===== src/hdl/pto_pkg.sv =====
// Shared constants, register codes and types of the pulse tachometer.
package pto_pkg;

	// Pulse handling.
	localparam int SYNC_PULSES = 3;
	localparam int SYNC_W = 2;
	localparam int TIME_WIDTH = 32;

	// Register and field widths.
	localparam int SCALE_W = 33;
	localparam int SPEED_W = 29;
	localparam int PPM_W = 7;

	localparam logic [SYNC_W-1:0] SYNC_CNT = SYNC_W'(SYNC_PULSES);
	localparam logic [SPEED_W-1:0] SPEED_MAX = {SPEED_W{1'b1}};
	localparam logic [TIME_WIDTH-1:0] TIME_MAX = {TIME_WIDTH{1'b1}};

	// Register reset values.
	localparam logic [SCALE_W-1:0] SCALE_RST = 33'd5400000000;
	localparam logic [SPEED_W-1:0] MAX_SPEED_RST = 29'd67500;
	localparam logic [PPM_W-1:0] PPM_RST = 7'd11;

	// Configuration port.
	localparam int ADDR_W = 5;
	localparam int DATA_W = 64;
	localparam int IDX_W = 2;
	localparam logic [IDX_W-1:0] REG_SCALE = 2'd0;
	localparam logic [IDX_W-1:0] REG_MAX_SPEED = 2'd1;
	localparam logic [IDX_W-1:0] REG_PPM = 2'd2;

	// Divider: one quotient bit per cycle.
	localparam int DIV_STEPS = SCALE_W;
	localparam int DIV_CNT_W = $clog2(DIV_STEPS);
	localparam logic [DIV_CNT_W-1:0] DIV_LAST = DIV_CNT_W'(DIV_STEPS - 1);

	// Queue between the pulse timer and the divider.
	localparam int QDEPTH = 2;
	localparam int QPTR_W = $clog2(QDEPTH);
	localparam int QCNT_W = $clog2(QDEPTH + 1);
	localparam logic [QCNT_W-1:0] QFULL_CNT = QCNT_W'(QDEPTH);

	// Configuration registers as seen by the front and back parts.
	typedef struct packed {
		logic [SCALE_W-1:0] speed_scale;
		logic [SPEED_W-1:0] max_speed;
		logic [PPM_W-1:0] pulses_per_measure;
	} cfg_t;

	// Status of the queue as seen by its reader and writer.
	typedef struct packed {
		logic full;
		logic empty;
	} qstat_t;

endpackage


===== src/hdl/pto_front.sv =====
// Pulse timer: syncs to the sensor, times low phases and sums them.
module pto_front (
	input  logic                              clk,
	input  logic                              arst_n,
	input  pto_pkg::cfg_t                     cfg,
	input  logic                              in_valid,
	output logic                              in_stall,
	input  logic                              pin_level,
	input  pto_pkg::qstat_t                   qstat,
	output logic                              push,
	output logic [pto_pkg::TIME_WIDTH-1:0]    push_accum
);

	typedef enum logic [2:0] {
		PH_SYNC = 3'b001,
		PH_WAIT = 3'b010,
		PH_LOW  = 3'b100
	} phase_t;

	phase_t                            phase_q, phase_d;
	logic [pto_pkg::SYNC_W-1:0]        sync_q, sync_d, sync_inc;
	logic                              prev_q;
	logic [pto_pkg::TIME_WIDTH-1:0]    timer_q, timer_d;
	logic [pto_pkg::TIME_WIDTH-1:0]    accum_q, accum_d, accum_sat;
	logic [pto_pkg::TIME_WIDTH:0]      accum_sum;
	logic [pto_pkg::PPM_W-1:0]         pc_q, pc_d, pc_inc;
	logic                              accept, falling, rising, done;

	// Stall whenever the queue cannot take another result.
	assign in_stall = qstat.full;
	assign accept = in_valid && !qstat.full;
	assign falling = prev_q && !pin_level;
	assign rising = !prev_q && pin_level;

	// Saturating sum of the accumulator and the finished low time.
	assign accum_sum = {1'b0, accum_q} + {1'b0, timer_q};
	assign accum_sat = accum_sum[pto_pkg::TIME_WIDTH] ? pto_pkg::TIME_MAX :
		accum_sum[pto_pkg::TIME_WIDTH-1:0];
	assign pc_inc = pc_q + 1'b1;
	assign sync_inc = rising ? sync_q + 1'b1 : sync_q;

	// Next-state logic for one pin sample.
	always_comb begin
		phase_d = phase_q;
		sync_d = sync_q;
		timer_d = timer_q;
		accum_d = accum_q;
		pc_d = pc_q;
		done = 1'b0;
		unique case (phase_q)
			PH_SYNC: begin
				if (sync_q >= pto_pkg::SYNC_CNT) begin
					// Already synced: this sample is handled as a wait sample.
					phase_d = PH_WAIT;
					if (falling) begin
						timer_d = pto_pkg::TIME_WIDTH'(1);
						phase_d = PH_LOW;
					end
				end else begin
					sync_d = sync_inc;
					if (sync_inc >= pto_pkg::SYNC_CNT) begin
						phase_d = PH_WAIT;
					end
				end
			end
			PH_WAIT: begin
				if (falling) begin
					timer_d = pto_pkg::TIME_WIDTH'(1);
					phase_d = PH_LOW;
				end
			end
			PH_LOW: begin
				if (!pin_level) begin
					if (timer_q != pto_pkg::TIME_MAX) begin
						timer_d = timer_q + 1'b1;
					end
				end else begin
					timer_d = '0;
					phase_d = PH_WAIT;
					if (pc_inc >= cfg.pulses_per_measure) begin
						done = 1'b1;
						accum_d = '0;
						pc_d = '0;
					end else begin
						accum_d = accum_sat;
						pc_d = pc_inc;
					end
				end
			end
			default: begin
				phase_d = PH_SYNC;
			end
		endcase
	end

	// A finished measurement goes to the queue with its summed time.
	assign push = accept && done;
	assign push_accum = accum_sat;

	// State registers advance on each accepted beat.
	always_ff @(posedge clk or negedge arst_n) begin
		if (!arst_n) begin
			phase_q <= PH_SYNC;
			sync_q <= '0;
			prev_q <= 1'b1;
			timer_q <= '0;
			accum_q <= '0;
			pc_q <= '0;
		end else if (accept) begin
			phase_q <= phase_d;
			sync_q <= sync_d;
			prev_q <= pin_level;
			timer_q <= timer_d;
			accum_q <= accum_d;
			pc_q <= pc_d;
		end
	end

endmodule


===== src/hdl/pto_fifo.sv =====
// Two-entry queue of summed low times between the timer and the divider.
module pto_fifo (
	input  logic                              clk,
	input  logic                              arst_n,
	input  logic                              wr_en,
	input  logic [pto_pkg::TIME_WIDTH-1:0]    wr_data,
	input  logic                              rd_en,
	output logic [pto_pkg::TIME_WIDTH-1:0]    rd_data,
	output pto_pkg::qstat_t                   qstat
);

	logic [pto_pkg::TIME_WIDTH-1:0] mem_q [pto_pkg::QDEPTH];
	logic [pto_pkg::QPTR_W-1:0]     wptr_q, rptr_q;
	logic [pto_pkg::QCNT_W-1:0]     cnt_q;
	logic                           do_wr, do_rd;

	assign qstat.full = (cnt_q == pto_pkg::QFULL_CNT);
	assign qstat.empty = (cnt_q == '0);
	assign do_wr = wr_en && !qstat.full;
	assign do_rd = rd_en && !qstat.empty;
	assign rd_data = mem_q[rptr_q];

	// Entry storage.
	always_ff @(posedge clk) begin
		if (do_wr) begin
			mem_q[wptr_q] <= wr_data;
		end
	end

	// Pointers and fill count.
	always_ff @(posedge clk or negedge arst_n) begin
		if (!arst_n) begin
			wptr_q <= '0;
			rptr_q <= '0;
			cnt_q <= '0;
		end else begin
			if (do_wr) begin
				wptr_q <= wptr_q + 1'b1;
			end
			if (do_rd) begin
				rptr_q <= rptr_q + 1'b1;
			end
			if (do_wr && !do_rd) begin
				cnt_q <= cnt_q + 1'b1;
			end else if (do_rd && !do_wr) begin
				cnt_q <= cnt_q - 1'b1;
			end
		end
	end

endmodule


===== src/hdl/pto_back.sv =====
// Speed unit: divides the scale by the summed time and drives the result beat.
module pto_back (
	input  logic                              clk,
	input  logic                              arst_n,
	input  pto_pkg::cfg_t                     cfg,
	input  pto_pkg::qstat_t                   qstat,
	input  logic [pto_pkg::TIME_WIDTH-1:0]    q_data,
	output logic                              q_pop,
	output logic                              out_valid,
	input  logic                              out_stall,
	output logic [pto_pkg::SPEED_W-1:0]       speed_rpm,
	output logic                              over_speed
);

	typedef enum logic [2:0] {
		BK_IDLE = 3'b001,
		BK_DIV  = 3'b010,
		BK_DONE = 3'b100
	} bk_state_t;

	bk_state_t                         state_q;
	logic [pto_pkg::TIME_WIDTH-1:0]    div_q, rem_q, rem_next;
	logic [pto_pkg::SCALE_W-1:0]       quo_q;
	logic [pto_pkg::DIV_CNT_W-1:0]     cnt_q;
	logic [pto_pkg::TIME_WIDTH:0]      trial, trial_diff;
	logic                              q_bit, load_out;
	logic [pto_pkg::SPEED_W-1:0]       speed_sat;
	logic                              out_valid_q;
	logic [pto_pkg::SPEED_W-1:0]       speed_q;
	logic                              over_q;

	assign q_pop = (state_q == BK_IDLE) && !qstat.empty;

	// One restoring step: shift in the next dividend bit and try a subtract.
	assign trial = {rem_q, quo_q[pto_pkg::SCALE_W-1]};
	assign trial_diff = trial - {1'b0, div_q};
	assign q_bit = (trial >= {1'b0, div_q});
	assign rem_next = q_bit ? trial_diff[pto_pkg::TIME_WIDTH-1:0] :
		trial[pto_pkg::TIME_WIDTH-1:0];

	// Zero time gives zero speed; large quotients clamp to the field maximum.
	always_comb begin
		if (div_q == '0) begin
			speed_sat = '0;
		end else if (quo_q[pto_pkg::SCALE_W-1:pto_pkg::SPEED_W] != '0) begin
			speed_sat = pto_pkg::SPEED_MAX;
		end else begin
			speed_sat = quo_q[pto_pkg::SPEED_W-1:0];
		end
	end

	assign load_out = (state_q == BK_DONE) && (!out_valid_q || !out_stall);

	// Divider sequencer.
	always_ff @(posedge clk or negedge arst_n) begin
		if (!arst_n) begin
			state_q <= BK_IDLE;
			cnt_q <= '0;
		end else begin
			unique case (state_q)
				BK_IDLE: begin
					if (!qstat.empty) begin
						cnt_q <= '0;
						state_q <= BK_DIV;
					end
				end
				BK_DIV: begin
					cnt_q <= cnt_q + 1'b1;
					if (cnt_q == pto_pkg::DIV_LAST) begin
						state_q <= BK_DONE;
					end
				end
				BK_DONE: begin
					if (load_out) begin
						state_q <= BK_IDLE;
					end
				end
				default: begin
					state_q <= BK_IDLE;
				end
			endcase
		end
	end

	// Divider datapath.
	always_ff @(posedge clk) begin
		if (q_pop) begin
			div_q <= q_data;
			quo_q <= cfg.speed_scale;
			rem_q <= '0;
		end else if (state_q == BK_DIV) begin
			rem_q <= rem_next;
			quo_q <= {quo_q[pto_pkg::SCALE_W-2:0], q_bit};
		end
	end

	// Output register holds the result beat until it is taken.
	always_ff @(posedge clk or negedge arst_n) begin
		if (!arst_n) begin
			out_valid_q <= 1'b0;
		end else if (load_out) begin
			out_valid_q <= 1'b1;
		end else if (!out_stall) begin
			out_valid_q <= 1'b0;
		end
	end

	always_ff @(posedge clk) begin
		if (load_out) begin
			speed_q <= speed_sat;
			over_q <= (speed_sat >= cfg.max_speed);
		end
	end

	assign out_valid = out_valid_q;
	assign speed_rpm = speed_q;
	assign over_speed = over_q;

endmodule


===== src/hdl/pulse_tachometer_overspeed.sv =====
// Top level of the pulse-width tachometer with overspeed flag.
//
// The input channel carries one beat per timebase tick: pin_level, the
// sampled sensor pin. The block skips three low pulses to synchronize, then
// times each low phase and sums the times over pulses_per_measure pulses.
// On the rising edge that closes the last pulse it emits one result beat
// with speed_rpm = speed_scale / summed time and the over_speed flag.
// Input beats are taken one per cycle while in_stall is low. The pulse
// timer hands each finished sum to a two-entry queue; a bit-serial divider
// takes one quotient bit per cycle and takes the next sum from the queue
// only once its last result has gone to the output register.
// in_stall rises only while the queue holds two sums, which takes results
// closer together than the divider time. A stalled result beat holds in the
// output register, and the divider then waits with the next result.
// Reset puts the block back into synchronization, clears all sums and sets
// the registers to their reset values. The APB port writes at byte address
// 8 * index; pready is always high.
module pulse_tachometer_overspeed (
	input  logic                              clk,
	input  logic                              arst_n,
	input  logic                              in_valid,
	output logic                              in_stall,
	input  logic                              pin_level,
	output logic                              out_valid,
	input  logic                              out_stall,
	output logic [pto_pkg::SPEED_W-1:0]       speed_rpm,
	output logic                              over_speed,
	input  logic                              psel,
	input  logic                              penable,
	input  logic                              pwrite,
	input  logic [pto_pkg::ADDR_W-1:0]        paddr,
	input  logic [pto_pkg::DATA_W-1:0]        pwdata,
	output logic [pto_pkg::DATA_W-1:0]        prdata,
	output logic                              pready
);

	pto_pkg::cfg_t                     cfg_q;
	pto_pkg::qstat_t                   qstat;
	logic [pto_pkg::IDX_W-1:0]         reg_idx;
	logic                              push, pop;
	logic [pto_pkg::TIME_WIDTH-1:0]    push_accum, q_data;

	assign pready = 1'b1;
	assign reg_idx = paddr[pto_pkg::ADDR_W-1:3];

	// Configuration register writes.
	always_ff @(posedge clk or negedge arst_n) begin
		if (!arst_n) begin
			cfg_q.speed_scale <= pto_pkg::SCALE_RST;
			cfg_q.max_speed <= pto_pkg::MAX_SPEED_RST;
			cfg_q.pulses_per_measure <= pto_pkg::PPM_RST;
		end else if (psel && penable && pwrite && pready) begin
			unique case (reg_idx)
				pto_pkg::REG_SCALE: cfg_q.speed_scale <= pwdata[pto_pkg::SCALE_W-1:0];
				pto_pkg::REG_MAX_SPEED: cfg_q.max_speed <= pwdata[pto_pkg::SPEED_W-1:0];
				pto_pkg::REG_PPM: cfg_q.pulses_per_measure <= pwdata[pto_pkg::PPM_W-1:0];
				default: begin
				end
			endcase
		end
	end

	// Register readback.
	always_comb begin
		unique case (reg_idx)
			pto_pkg::REG_SCALE: prdata = pto_pkg::DATA_W'(cfg_q.speed_scale);
			pto_pkg::REG_MAX_SPEED: prdata = pto_pkg::DATA_W'(cfg_q.max_speed);
			pto_pkg::REG_PPM: prdata = pto_pkg::DATA_W'(cfg_q.pulses_per_measure);
			default: prdata = '0;
		endcase
	end

	pto_front u_front (
		.clk        (clk),
		.arst_n     (arst_n),
		.cfg        (cfg_q),
		.in_valid   (in_valid),
		.in_stall   (in_stall),
		.pin_level  (pin_level),
		.qstat      (qstat),
		.push       (push),
		.push_accum (push_accum)
	);

	pto_fifo u_fifo (
		.clk     (clk),
		.arst_n  (arst_n),
		.wr_en   (push),
		.wr_data (push_accum),
		.rd_en   (pop),
		.rd_data (q_data),
		.qstat   (qstat)
	);

	pto_back u_back (
		.clk        (clk),
		.arst_n     (arst_n),
		.cfg        (cfg_q),
		.qstat      (qstat),
		.q_data     (q_data),
		.q_pop      (pop),
		.out_valid  (out_valid),
		.out_stall  (out_stall),
		.speed_rpm  (speed_rpm),
		.over_speed (over_speed)
	);

endmodule


===== config.mk =====
export PLATFORM = sky130hd
export DESIGN_NAME = pulse_tachometer_overspeed
export DESIGN_NICKNAME = d
export VERILOG_FILES = /design/src/hdl/pto_pkg.sv /design/src/hdl/pto_front.sv /design/src/hdl/pto_fifo.sv /design/src/hdl/pto_back.sv /design/src/hdl/pulse_tachometer_overspeed.sv
export SDC_FILE = /design/constraint.sdc
export NUM_CORES = 1
export LEC_CHECK = 0
export BUFFER_PORTS_ARGS = -buffer_cell sky130_fd_sc_hd__buf_2
export CAP_MARGIN = 20
export CORE_MARGIN = 8
export CORE_UTILIZATION = 40
export DETAILED_ROUTE_END_ITERATION = 10
export PLACE_DENSITY = 0.61
export SYNTH_ARGS = -nofsm -noshare
export SYNTH_HDL_FRONTEND = slang
export SYNTH_HIERARCHICAL = 1
export SYNTH_SLANG_ARGS = --single-unit

===== constraint.sdc =====
create_clock -name clk -period 11.5 [get_ports clk]
set_input_delay 1.15 -clock clk [delete_from_list [all_inputs] [get_ports clk]]
set_output_delay 1.15 -clock clk [all_outputs]
set_load 0.01 [all_outputs]

; ---- Word-level counts from Yosys, hierarchy flattened
; Memories as Yosys holds them, arrays and structs flattened. A register that Yosys moved wholly into a read port is not among the register bits.
; Index checks and enable logic that the tools add are counted.
[op_classes]
addsub = 10
mul = 0
div_mod_pow = 0
order_cmp = 5
n_eq_ne = 20
shift = 0
muxes = 36
bitwise = 1
n_reduce_logical = 38
[ops]
columns = cell, n
row1 = 32-bit two-way mux, 7
row2 = 33-bit one-hot mux with 3 select lines, 1
row3 = 32-bit one-hot mux with 3 select lines, 1
row4 = 33-bit two-way mux, 2
row5 = 29-bit two-way mux, 2
row6 = 32-bit by 32-bit adder with 33-bit output, 1
row7 = 33-bit by 32-bit >= comparator with 1-bit output, 1
row8 = "32-bit by 1-bit adder with 32-bit output, second input constant", 1
row9 = 32-bit logical NOT, 1
row10 = "32-bit inequality test, second input constant", 1
row11 = 32-bit subtractor, 1
row12 = 29-bit >= comparator, 1
row13 = 3-bit two-way mux, 8
row14 = 3-bit one-hot mux with 3 select lines, 2
row15 = 1-bit logical AND, 12
row16 = 6-bit one-hot mux with 2 select lines, 1
row17 = "2-bit by 1-bit inequality test with 1-bit output, second input constant", 5
row18 = 3-bit AND reduction, 3
row19 = 1-bit logical NOT, 8
row20 = 2-bit AND reduction, 4
row21 = 4-bit AND reduction, 2
row22 = "7-bit by 1-bit adder with 7-bit output, second input constant", 1
row23 = 7-bit >= comparator, 1
row24 = 1-bit two-way mux, 7
row25 = 23 further kinds, 36
[word_totals]
register_bits = 255
latch_bits = 0
ram_bits = 64
rom_bits = 0
in_bits = 77
out_inout_bits = 97
wordCells = 130
mem_count = 1
[memory_table]
columns = memory, words, word_bits, rd, rd_clocked_by_memory_dff, write_ports, line
row1 = u_fifo.mem_q, 2, 32, 1, 1, 1, pto_fifo.sv:12  ; logic [pto_pkg::TIME_WIDTH-1:0] mem_q [pto_pkg::QDEPTH];

; ---- Logic depth before layout (Yosys ltp)
; Gate-level depths: netlist of run 1.
[logic_depth]
word_depth = 11
depth_mapped = 15

; ---- Cells and area by module
; Netlist of run 1, hierarchy kept.
[modules_own_cells]
columns = module, n_inst, cells_per_inst, area_per_inst_um2, seq_area_each_um2
row1 = pto_back, 1, 865, 8080.2, 3744.8
row2 = pto_front, 1, 636, 5555.3, 1929.4
row3 = pulse_tachometer_overspeed, 1, 262, 3534.6, 1757.9
row4 = pto_fifo, 1, 119, 2658.8, 2021.9

; ---- Worst setup path before layout of run 1
; Ideal clock, no wire load.
[synth_timing]
path_type = flip-flop to flip-flop
start = reg u_front/pc_q[0] (netlist bit)
end = mem u_fifo/mem_q[0][0] (netlist bit), enable pin
arrival_ps = 3331
required_time_ps = 11079
setup_slack_ps = 7748
path_stages_with_launch = 12
path_buffers = 0
path_cell_list = dfrtp_1 ha_1 ha_1 a21o_1 a21o_1 a21o_1 a21oi_1 o21ai_1 nand2_1 inv_1 nand2_1 nor2_1
[synth_via]
elab_chain_len = 9
[synth_lines]
columns = element, line
row1 = start: declaration, pto_front.sv:26  ; logic [pto_pkg::PPM_W-1:0] pc_q, pc_d, pc_inc;
row2 = start signal: assignment, pto_front.sv:115  ; pc_q <= pc_d;
row3 = 7-bit by 1-bit adder with 7-bit output, pto_front.sv:39  ; assign pc_inc = pc_q + 1'b1;
row4 = 7-bit >= comparator, pto_front.sv:80  ; if (pc_inc >= cfg.pulses_per_measure) begin
row5 = 1-bit two-way mux, pto_front.sv:80
row6 = 1-bit two-way mux, pto_front.sv:73  ; if (!pin_level) begin
row7 = 1-bit two-way mux, pto_front.sv:50  ; unique case (phase_q)
row8 = 1-bit logical AND, pto_front.sv:97  ; assign push = accept && done;
row9 = via push, pulse_tachometer_overspeed.sv:40  ; logic push, pop;
row10 = 1-bit logical AND, pto_fifo.sv:19  ; assign do_wr = wr_en && !qstat.full;
row11 = 1-bit two-way mux, pto_fifo.sv:25  ; if (do_wr) begin
row12 = 1-bit two-way mux (implied by the code), pto_fifo.sv:26  ; mem_q[wptr_q] <= wr_data;
row13 = end: declaration, pto_fifo.sv:12
; The timed path passes the listed nets, and every way through them passes these cells.

; ---- Worst setup path in the final report of run 1
[layout_timing]
start = reg u_back/div_q[28] (netlist bit), read port of u_fifo.mem_q
end = reg u_back.over_q, in the netlist u_back/over_speed (data pin)
[layout_via]
elab_chain_len = 3
[layout_lines]
columns = element, line
row1 = start: declaration, pto_back.sv:22  ; logic [pto_pkg::TIME_WIDTH-1:0] div_q, rem_q, rem_next;
row2 = 32-bit logical NOT, pto_back.sv:43  ; if (div_q == '0) begin
row3 = 29-bit two-way mux, pto_back.sv:43
row4 = via u_back.speed_sat (one bit), pto_back.sv:27  ; logic [pto_pkg::SPEED_W-1:0] speed_sat;
row5 = 29-bit >= comparator, pto_back.sv:111  ; over_q <= (speed_sat >= cfg.max_speed);
row6 = end signal: assignment, pto_back.sv:111
row7 = end: declaration, pto_back.sv:30  ; logic over_q;
; The timed path passes the listed nets, and every way through them passes these cells.
; A chain may end at the register's enable or synchronous reset.

==> flow_metrics.py, run 1 <==
metrics = {
    "detailed_routing": {
        "routed_via_density": 5.20,
        "wl_per_cell_um": 17.1,
        "wl_mm": 45.6,
        "ant_nets": 0,
        "drtIter0Drc": 989,
        "dr.pass1.iters": 5,
        "route.detailed.drc": 0,
        "vias": 13879,
    },
    "critical_path": {
        "critPathMaxStageDelay_ps": 590,
        "path_class": "register to register",
        "reg2reg_slack_ps": 7010,
        "r2r_cells": 15,
        "cp_slowest_cell": "nor2_2",
        "path_cells": "nor4_1 > nand4_1 > nor2_2 > buf_4 > nor2_1 > ha_1 > a21o_1 > a21o_1 > a21o_1 > a21o_1 > a21o_1 > a21o_1 > a221oi_1 > o211a_1 > o21ai_0",
        "end_kind": "register",
        "cp_max_fo": 16,
        "crit_path_frequent_cell": "a21o_1",
        "required_ps": 11790,
        "start_kind": "register",
        "arrival_ps": 4780,
    },
    "timing": {
        "fin_setup_tns_ps": 0,
        "fin_hold_ws_ps": 468,
        "finalClockSkew_ps": 9.77,
        "rsz0062_at_grt": "no",
        "fin_crit_sh_pct": 39.0,
        "slew_headroom_pct": 32.3,
        "setup_viol": 0,
        "fmax_ghz": 0.223,
        "finalHoldViolations": 0,
        "drv_slew": 0,
        "tightest_slew_ps": 1020,
        "period_minus_slack_ps": 4490,
    },
    "cells_and_area": {
        "n_antenna_cell": 0,
        "fillCellCount": 4576,
        "utilization_pct": 45.2,
        "area_growth_pct": 11.6,
        "drive_gt1_share_pct": 18.1,
        "fin_cells": 2670,
        "nNetsFinal": 2160,
        "design_area_um2": 22100,
    },
    "synth": {
        "synth_seq_cells": 351,
        "synth_top_family_by_area": "simple AND/OR/NAND/NOR gates",
        "synth_compound_area_share_pct": 12.6,
        "syn_avg_cell_area_um2": 10.5,
        "yosysSeqAreaShare_pct": 47.7,
        "postSynthCellCount": 1882,
        "ys.flop_type": "edfxtp_1",
        "synth_cell_type_count": 100,
        "yosys_warnings": 6,
        "yosys.area_share.simple_pct": 15.0,
        "syn_area_um2": 19800,
        "async_flop_share_pct": 45.6,
        "synth-adder-area-share_pct": 6.89,
        "synth_top_cells_by_area": "edfxtp_1 24%, dfrtp_1 17%, ha_1 6.7%",
        "synthMuxAreaShare_pct": 8.93,
        "synthXorXnorAreaFrac_pct": 3.45,
        "yosysTopAreaCellShare_pct": 24.1,
        "synth_edf_count": 159,
        "yosysTopAreaCell": "edfxtp_1",
    },
    "placement": {
        "port_buffers": 107,
        "placed_area_um2": 20700,
        "dpl.hpwl_mm": 32.0,
        "routabilityCongestion": 0.839,
        "dp_cells": 2596,
    },
    "global_routing": {
        "gr-total-overflow": 0,
        "grt.total_usage_pct": 15.8,
        "grt_pass1_vias": 13884,
        "antenna_found_initial": 2,
        "grt_pass1_wl_mm": 74.2,
        "grt_start_max_net_pins": 90,
    },
    "clock_tree": {
        "cts_htree_levels": 2,
        "clock_path_buffers": 3,
        "cts_hold_buf": 0,
        "clkSinkCount": 351,
        "cts_inserted_buffers": 39,
        "clockRootBuffer": "clkbuf_16",
        "cts_tree": "done",
        "clk_latency_ps": 550,
        "path_clk_slew_ps": 60,
        "cts_resized": 0,
        "postCtsSetupBuffers": 0,
    },
    "die": {
        "ios": 174,
        "rows": 81,
        "coreArea_um2": 49000,
        "die_w_um": 239,
        "die_area_um2": 57000,
        "die_h_um": 239,
        "start_util_pct": 40.5,
    },
    "power_and_ir_drop": {
        "powerDensity_nw_per_um2": 219,
        "cellLeakagePower_nw": 9.86,
        "max-vdd-ir-drop_uv": 114,
    },
    "hold_path": {
        "holdPathStages": 2,
        "hold_path_class": "register to register",
    },
    "job": {
        "maxCapViolCount": 0,
    },
    "run_status": {
        "status": "finished clean",
    },
}
==> layout by cell type, fill, tap and decap left out, types with 39 or more instances in the layout <==
cell type	count
a21oi_1	90
buf_2	106
clkbuf_16	41
dfrtp_1	131
edfxtp_1	159
ha_1	106
inv_1	88
mux2_2	44
mux2_4	59
mux2i_1	39
nand2_1	223
nand3_1	47
nor2_1	175
o21ai_0	93
xnor2_1	39
xor2_1	39
==> synthesized netlist by cell type (32+ instances only) <==
cell type,n
nand2_1,223
nor2_1,178
edfxtp_1,159
dfrtp_1,132
ha_1,106
o21ai_0,93
a21oi_1,91
inv_1,88
mux2_4,59
nand3_1,47
mux2_2,44
mux2i_1,39
xnor2_1,39
xor2_1,39
a21o_1,38
clkbuf_1,37
buf_4,36
dfxtp_1,32
==> kinds of logic (layout without fill, tap and decap cells) <==
kind of cell / count (synthesis) / count (layout)
AND/OR/NAND/NOR: 636 / 636
adder cells (fa/ha/maj): 108 / 108
flip-flops: 351 / 351
buffers and inverters: 191 / 285
XOR/XNOR: 78 / 78
multiplexers: 142 / 142
other: 2 / 32
AO/OA/AOI/OAI: 374 / 374
==> report_power, final <==
group	internal [mW]	total, mW	switching [mW]
logic	0.653	1.63	0.976
registers	1.67	1.89	0.221
clock network	0.805	1.33	0.520
total	3.13	4.84	1.72
==> layer usage <==
| layer | up-vias | wire length, um | GRT usage [%] | share of wire (%) |
|---|---|---|---|---|
| li1 | 6843 | - | - | - |
| met1 | 6674 | 20900 | 21.0 | 46 |
| met2 | 301 | 21600 | 26.3 | 47 |
| met3 | 61 | 2020 | 2.18 | 4.4 |
| met4 | 0 | 1040 | 5.28 | 2.3 |
| met5 | - | 0 | 0 | 0 |
==> cell type report <==
type | count | area [um2] | share of cell area, %
Clock inverter | 20 | 273 | 1.23
Tap cell | 664 | 831 | 3.76
Multi-Input combinational cell | 1370 | 9450 | 42.7
Inverter | 89 | 334 | 1.51
Sequential cell | 351 | 9460 | 42.7
Timing Repair Buffer | 124 | 689 | 3.12
Clock buffer | 52 | 1090 | 4.92
==> final timing paths <==
check,to,startpoint
max in group asynchronous,u_fifo/rptr_q$_DFFE_PN0P_,arst_n
max reg2reg,u_back/over_speed$_DFFE_PP_,u_back/div_q[28]$_DFFE_PP_
max,u_back/over_speed$_DFFE_PP_,u_back/div_q[28]$_DFFE_PP_
min reg2reg,u_front/prev_q$_DFFE_PN1P_,u_front/prev_q$_DFFE_PN1P_
min in group asynchronous,u_front/timer_q[3]$_DFFE_PN0P_,arst_n
min,u_front/prev_q$_DFFE_PN1P_,u_front/prev_q$_DFFE_PN1P_
==> worst max-delay path: cells and delay by family, from the launching register on <==
family                   cells  cell delay [ps]
AO/OA/AOI/OAI                9             1580
adder cells (fa/ha/maj)      1              310
flip-flops                   1              450
AND/OR/NAND/NOR              4             1510
buffers and inverters        1              360
==> flip-flops by register name, summed over array words and instances, names as in the netlist, 2 cells and up <==
signal / count
u_back/cnt_q: 6
u_back/quo_q: 33
cfg_q: 69
u_front/sync_q: 2
u_fifo/mem_q: 64
u_front/timer_q: 32
u_back/rem_q: 32
u_back/speed_rpm: 29
u_back/div_q: 32
u_front/pc_q: 7
u_front/accum_q: 32
u_front/phase_q: 3
u_back/state_q: 3
u_fifo/cnt_q: 2
==> metrics by stage <==
step | total power, mW | setup slack [ps]
finish | 4.84 | 7010
global placement | 3.49 | 6990
detailed placement | 3.53 | 6980
floorplan | 3.16 | 7750
CTS | 4.89 | 6950
global route | 5.17 | 6840
Power figures use the tool's default switching activity.
==> inputs of run 2 (changes only) <==
clock period = 4.55 ns   (was 11.5 ns; I/O delays follow)
==> run 2 against run 1 <==
Setup slack lost 6300 ps. Cell count rose by 0.19%. First-iteration DRC count decreased by 3.7%. Sequential power rose to 2.5 times the previous value.
==> flow_metrics.py, run 2 (synthesis results as in run 1) <==
metrics = {
    "job": {
        "maxCapViolCount": 0,
    },
    "critical_path": {
        "worstSetupEndpoint": "u_back/over_speed$_DFFE_PP_",
        "reg2reg_slack_ps": 750,
        "timing.rr.start": "u_back/div_q[28]$_DFFE_PP_",
        "cp_slowest_cell": "nor4_1",
        "r2r_end": "u_back/over_speed$_DFFE_PP_",
        "required_ps": 4830,
        "start_kind": "register",
        "cp_max_fo": 28,
        "crit_path_frequent_cell": "a21o_1",
        "path_class": "register to register",
        "path_cells": "nor4_1 > nand4_1 > nor2_2 > buf_12 > nor2_1 > ha_1 > a21o_1 > a21o_1 > a21o_1 > a21o_1 > a21o_1 > a21o_1 > a221oi_1 > o211a_1 > o21ai_0",
        "critPathMaxStageDelay_ps": 550,
        "end_kind": "register",
        "startpoint": "u_back/div_q[28]$_DFFE_PP_",
        "r2r_cells": 15,
        "arrival_ps": 4080,
    },
    "power_and_ir_drop": {
        "powerDensity_nw_per_um2": 546,
        "clkPwrFrac_pct": 26.0,
        "seqPwrFrac_pct": 39.5,
        "p_comb_share_pct": 34.5,
        "p_int_mw": 7.70,
        "p_switching_mw": 4.35,
        "max-vdd-ir-drop_uv": 365,
        "swShare_pct": 36.1,
        "cellLeakagePower_nw": 9.85,
    },
    "clock_tree": {
        "cts_tree": "done",
        "clk_latency_ps": 570,
        "clockRootBuffer": "clkbuf_16",
        "cts_resized": 0,
        "postCtsSetupBuffers": 0,
        "clkSinkCount": 351,
        "cts_htree_levels": 2,
        "cts_inserted_buffers": 39,
        "clock_path_buffers": 3,
        "path_clk_slew_ps": 60,
    },
    "cells_and_area": {
        "final_cell_mix": "223 x nand2_1, 175 x nor2_1, 159 x edfxtp_1",
        "final_common_cell": "nand2_1",
        "top_regs": "cfg_q x69, u_fifo/mem_q x64, u_back/quo_q x33",
        "drive_gt1_share_pct": 18.1,
        "largest-register": "cfg_q",
        "area_growth_pct": 11.4,
        "largest_reg_flops": 69,
        "nNetsFinal": 2164,
        "utilization_pct": 45.1,
    },
    "timing": {
        "fin_crit_sh_pct": 83.5,
        "rsz0062_at_grt": "no",
        "fin_hold_ws_ps": 146,
        "period_minus_slack_ps": 3800,
        "tightest_slew_ps": 1010,
        "finalClockSkew_ps": 26.5,
        "slew_headroom_pct": 32.5,
        "drv_slew": 0,
        "fin_setup_tns_ps": 0,
        "fmax_ghz": 0.263,
        "finalHoldViolations": 0,
        "setup_viol": 0,
    },
    "die": {
        "ios": 174,
        "coreArea_um2": 49000,
        "die_w_um": 239,
        "start_util_pct": 40.5,
        "die_area_um2": 57000,
        "rows": 81,
        "die_h_um": 239,
    },
    "placement": {
        "dpl.hpwl_mm": 32.5,
        "port_buffers": 107,
        "routabilityCongestion": 0.863,
    },
    "global_routing": {
        "grt_pass1_vias": 14301,
        "grt_pass1_wl_mm": 74.9,
        "grt_start_max_net_pins": 105,
        "grt.total_usage_pct": 16.0,
        "antenna_found_initial": 0,
        "gr-total-overflow": 0,
    },
    "detailed_routing": {
        "routed_via_density": 5.24,
        "vias": 14019,
        "drtIter0Drc": 952,
        "wl_per_cell_um": 17.1,
        "dr.pass1.iters": 5,
        "route.detailed.drc": 0,
        "ant_nets": 0,
        "wl_mm": 45.7,
    },
    "hold_path": {
        "holdPathStages": 2,
        "hold_path_class": "input pin to register",
    },
    "run_status": {
        "status": "finished clean",
    },
}
## run 2: cell count changes in the layout (fill, tap and decap cells not counted), moves of 2 or more
| cell | change |
|---|---|
| clkinv_1 | +3 |
| clkbuf_1 | -2 |
| clkbuf_16 | -2 |
| bufinv_16 | -3 |
| clkinvlp_4 | -2 |
| buf_12 | +3 |
| clkinv_2 | +4 |
## run 2: power groups by stage
| stage | Combinational (mW) | Clock [mW] | Sequential (mW) |
|---|---|---|---|
| after CTS | 4.17 | 3.22 | 4.77 |
| final | 4.16 | 3.13 | 4.77 |
| after global routing | 4.68 | 3.33 | 4.87 |
| after detailed placement | 4.14 | 0 | 4.83 |
| after global placement | 4.06 | 0 | 4.80 |
| after floorplan | 3.39 | 0 | 4.58 |
## run 2: what timing repair did
action,4_1_cts,5_1_grt
endpoints found under the setup margin,0,0
hold buffers,1,0
hold endpoints to repair,54,0
## run 2: cell type report
class | instances | area [um2]
Tap cell | 664 | 831
Multi-Input combinational cell | 1370 | 9450
Clock buffer | 49 | 1040
Clock inverter | 23 | 225
Sequential cell | 351 | 9460
Fill cell | 4576 | 26900
Antenna cell | 1 | 2.50
Timing Repair Buffer | 128 | 752
Inverter | 89 | 334
## run 2: worst max-delay path: cells and delay by family (launching register included)
| family | cells | cell delay [ps] |
|---|---|---|
| AOI/OAI and AO/OA | 9 | 1550 |
| and+or+nand+nor | 4 | 1030 |
| DFF | 1 | 430 |
| adders and majority gates | 1 | 300 |
| buffers and inverters | 1 | 190 |
## run 2: how the worst min path moves through the flow
stage / from / endpoint / slack [ps]
after floorplan: arst_n / cfg_q[11]$_DFFE_PN0P_ / 160
after global placement: u_back/rem_q[20]$_SDFFE_PP0P_ / u_back/rem_q[20]$_SDFFE_PP0P_ / 460
after detailed placement: u_back/rem_q[20]$_SDFFE_PP0P_ / u_back/rem_q[20]$_SDFFE_PP0P_ / 470
after CTS: pwdata[7] / cfg_q[43]$_DFFE_PN0P_ / 110
after global routing: pwdata[7] / cfg_q[43]$_DFFE_PN0P_ / 130
final: pwdata[28] / cfg_q[64]$_DFFE_PN0P_ / 150
## run 2: metal layers
metal / global-route usage, % / vias up / part of all wire, %
met5: 0 / - / 0
met3: 2.49 / 65 / 3.9
li1: - / 6870 / -
met2: 26.5 / 267 / 48
met4: 5.84 / 0 / 2.6
met1: 20.9 / 6817 / 46
## run 2: stage by stage
step           instance area [um2]  power (mW)  instances  worst slack (ps)
2_1_floorplan                19900        7.98       1912               798
3_3_place_gp                 20800        8.86       2600               680
4_1_cts                      22100        12.2       2673               669
3_5_place_dp                 20800        8.96       2600               700
6_report                     22100        12.1       2675               750
5_1_grt                      22100        12.9       2674               549
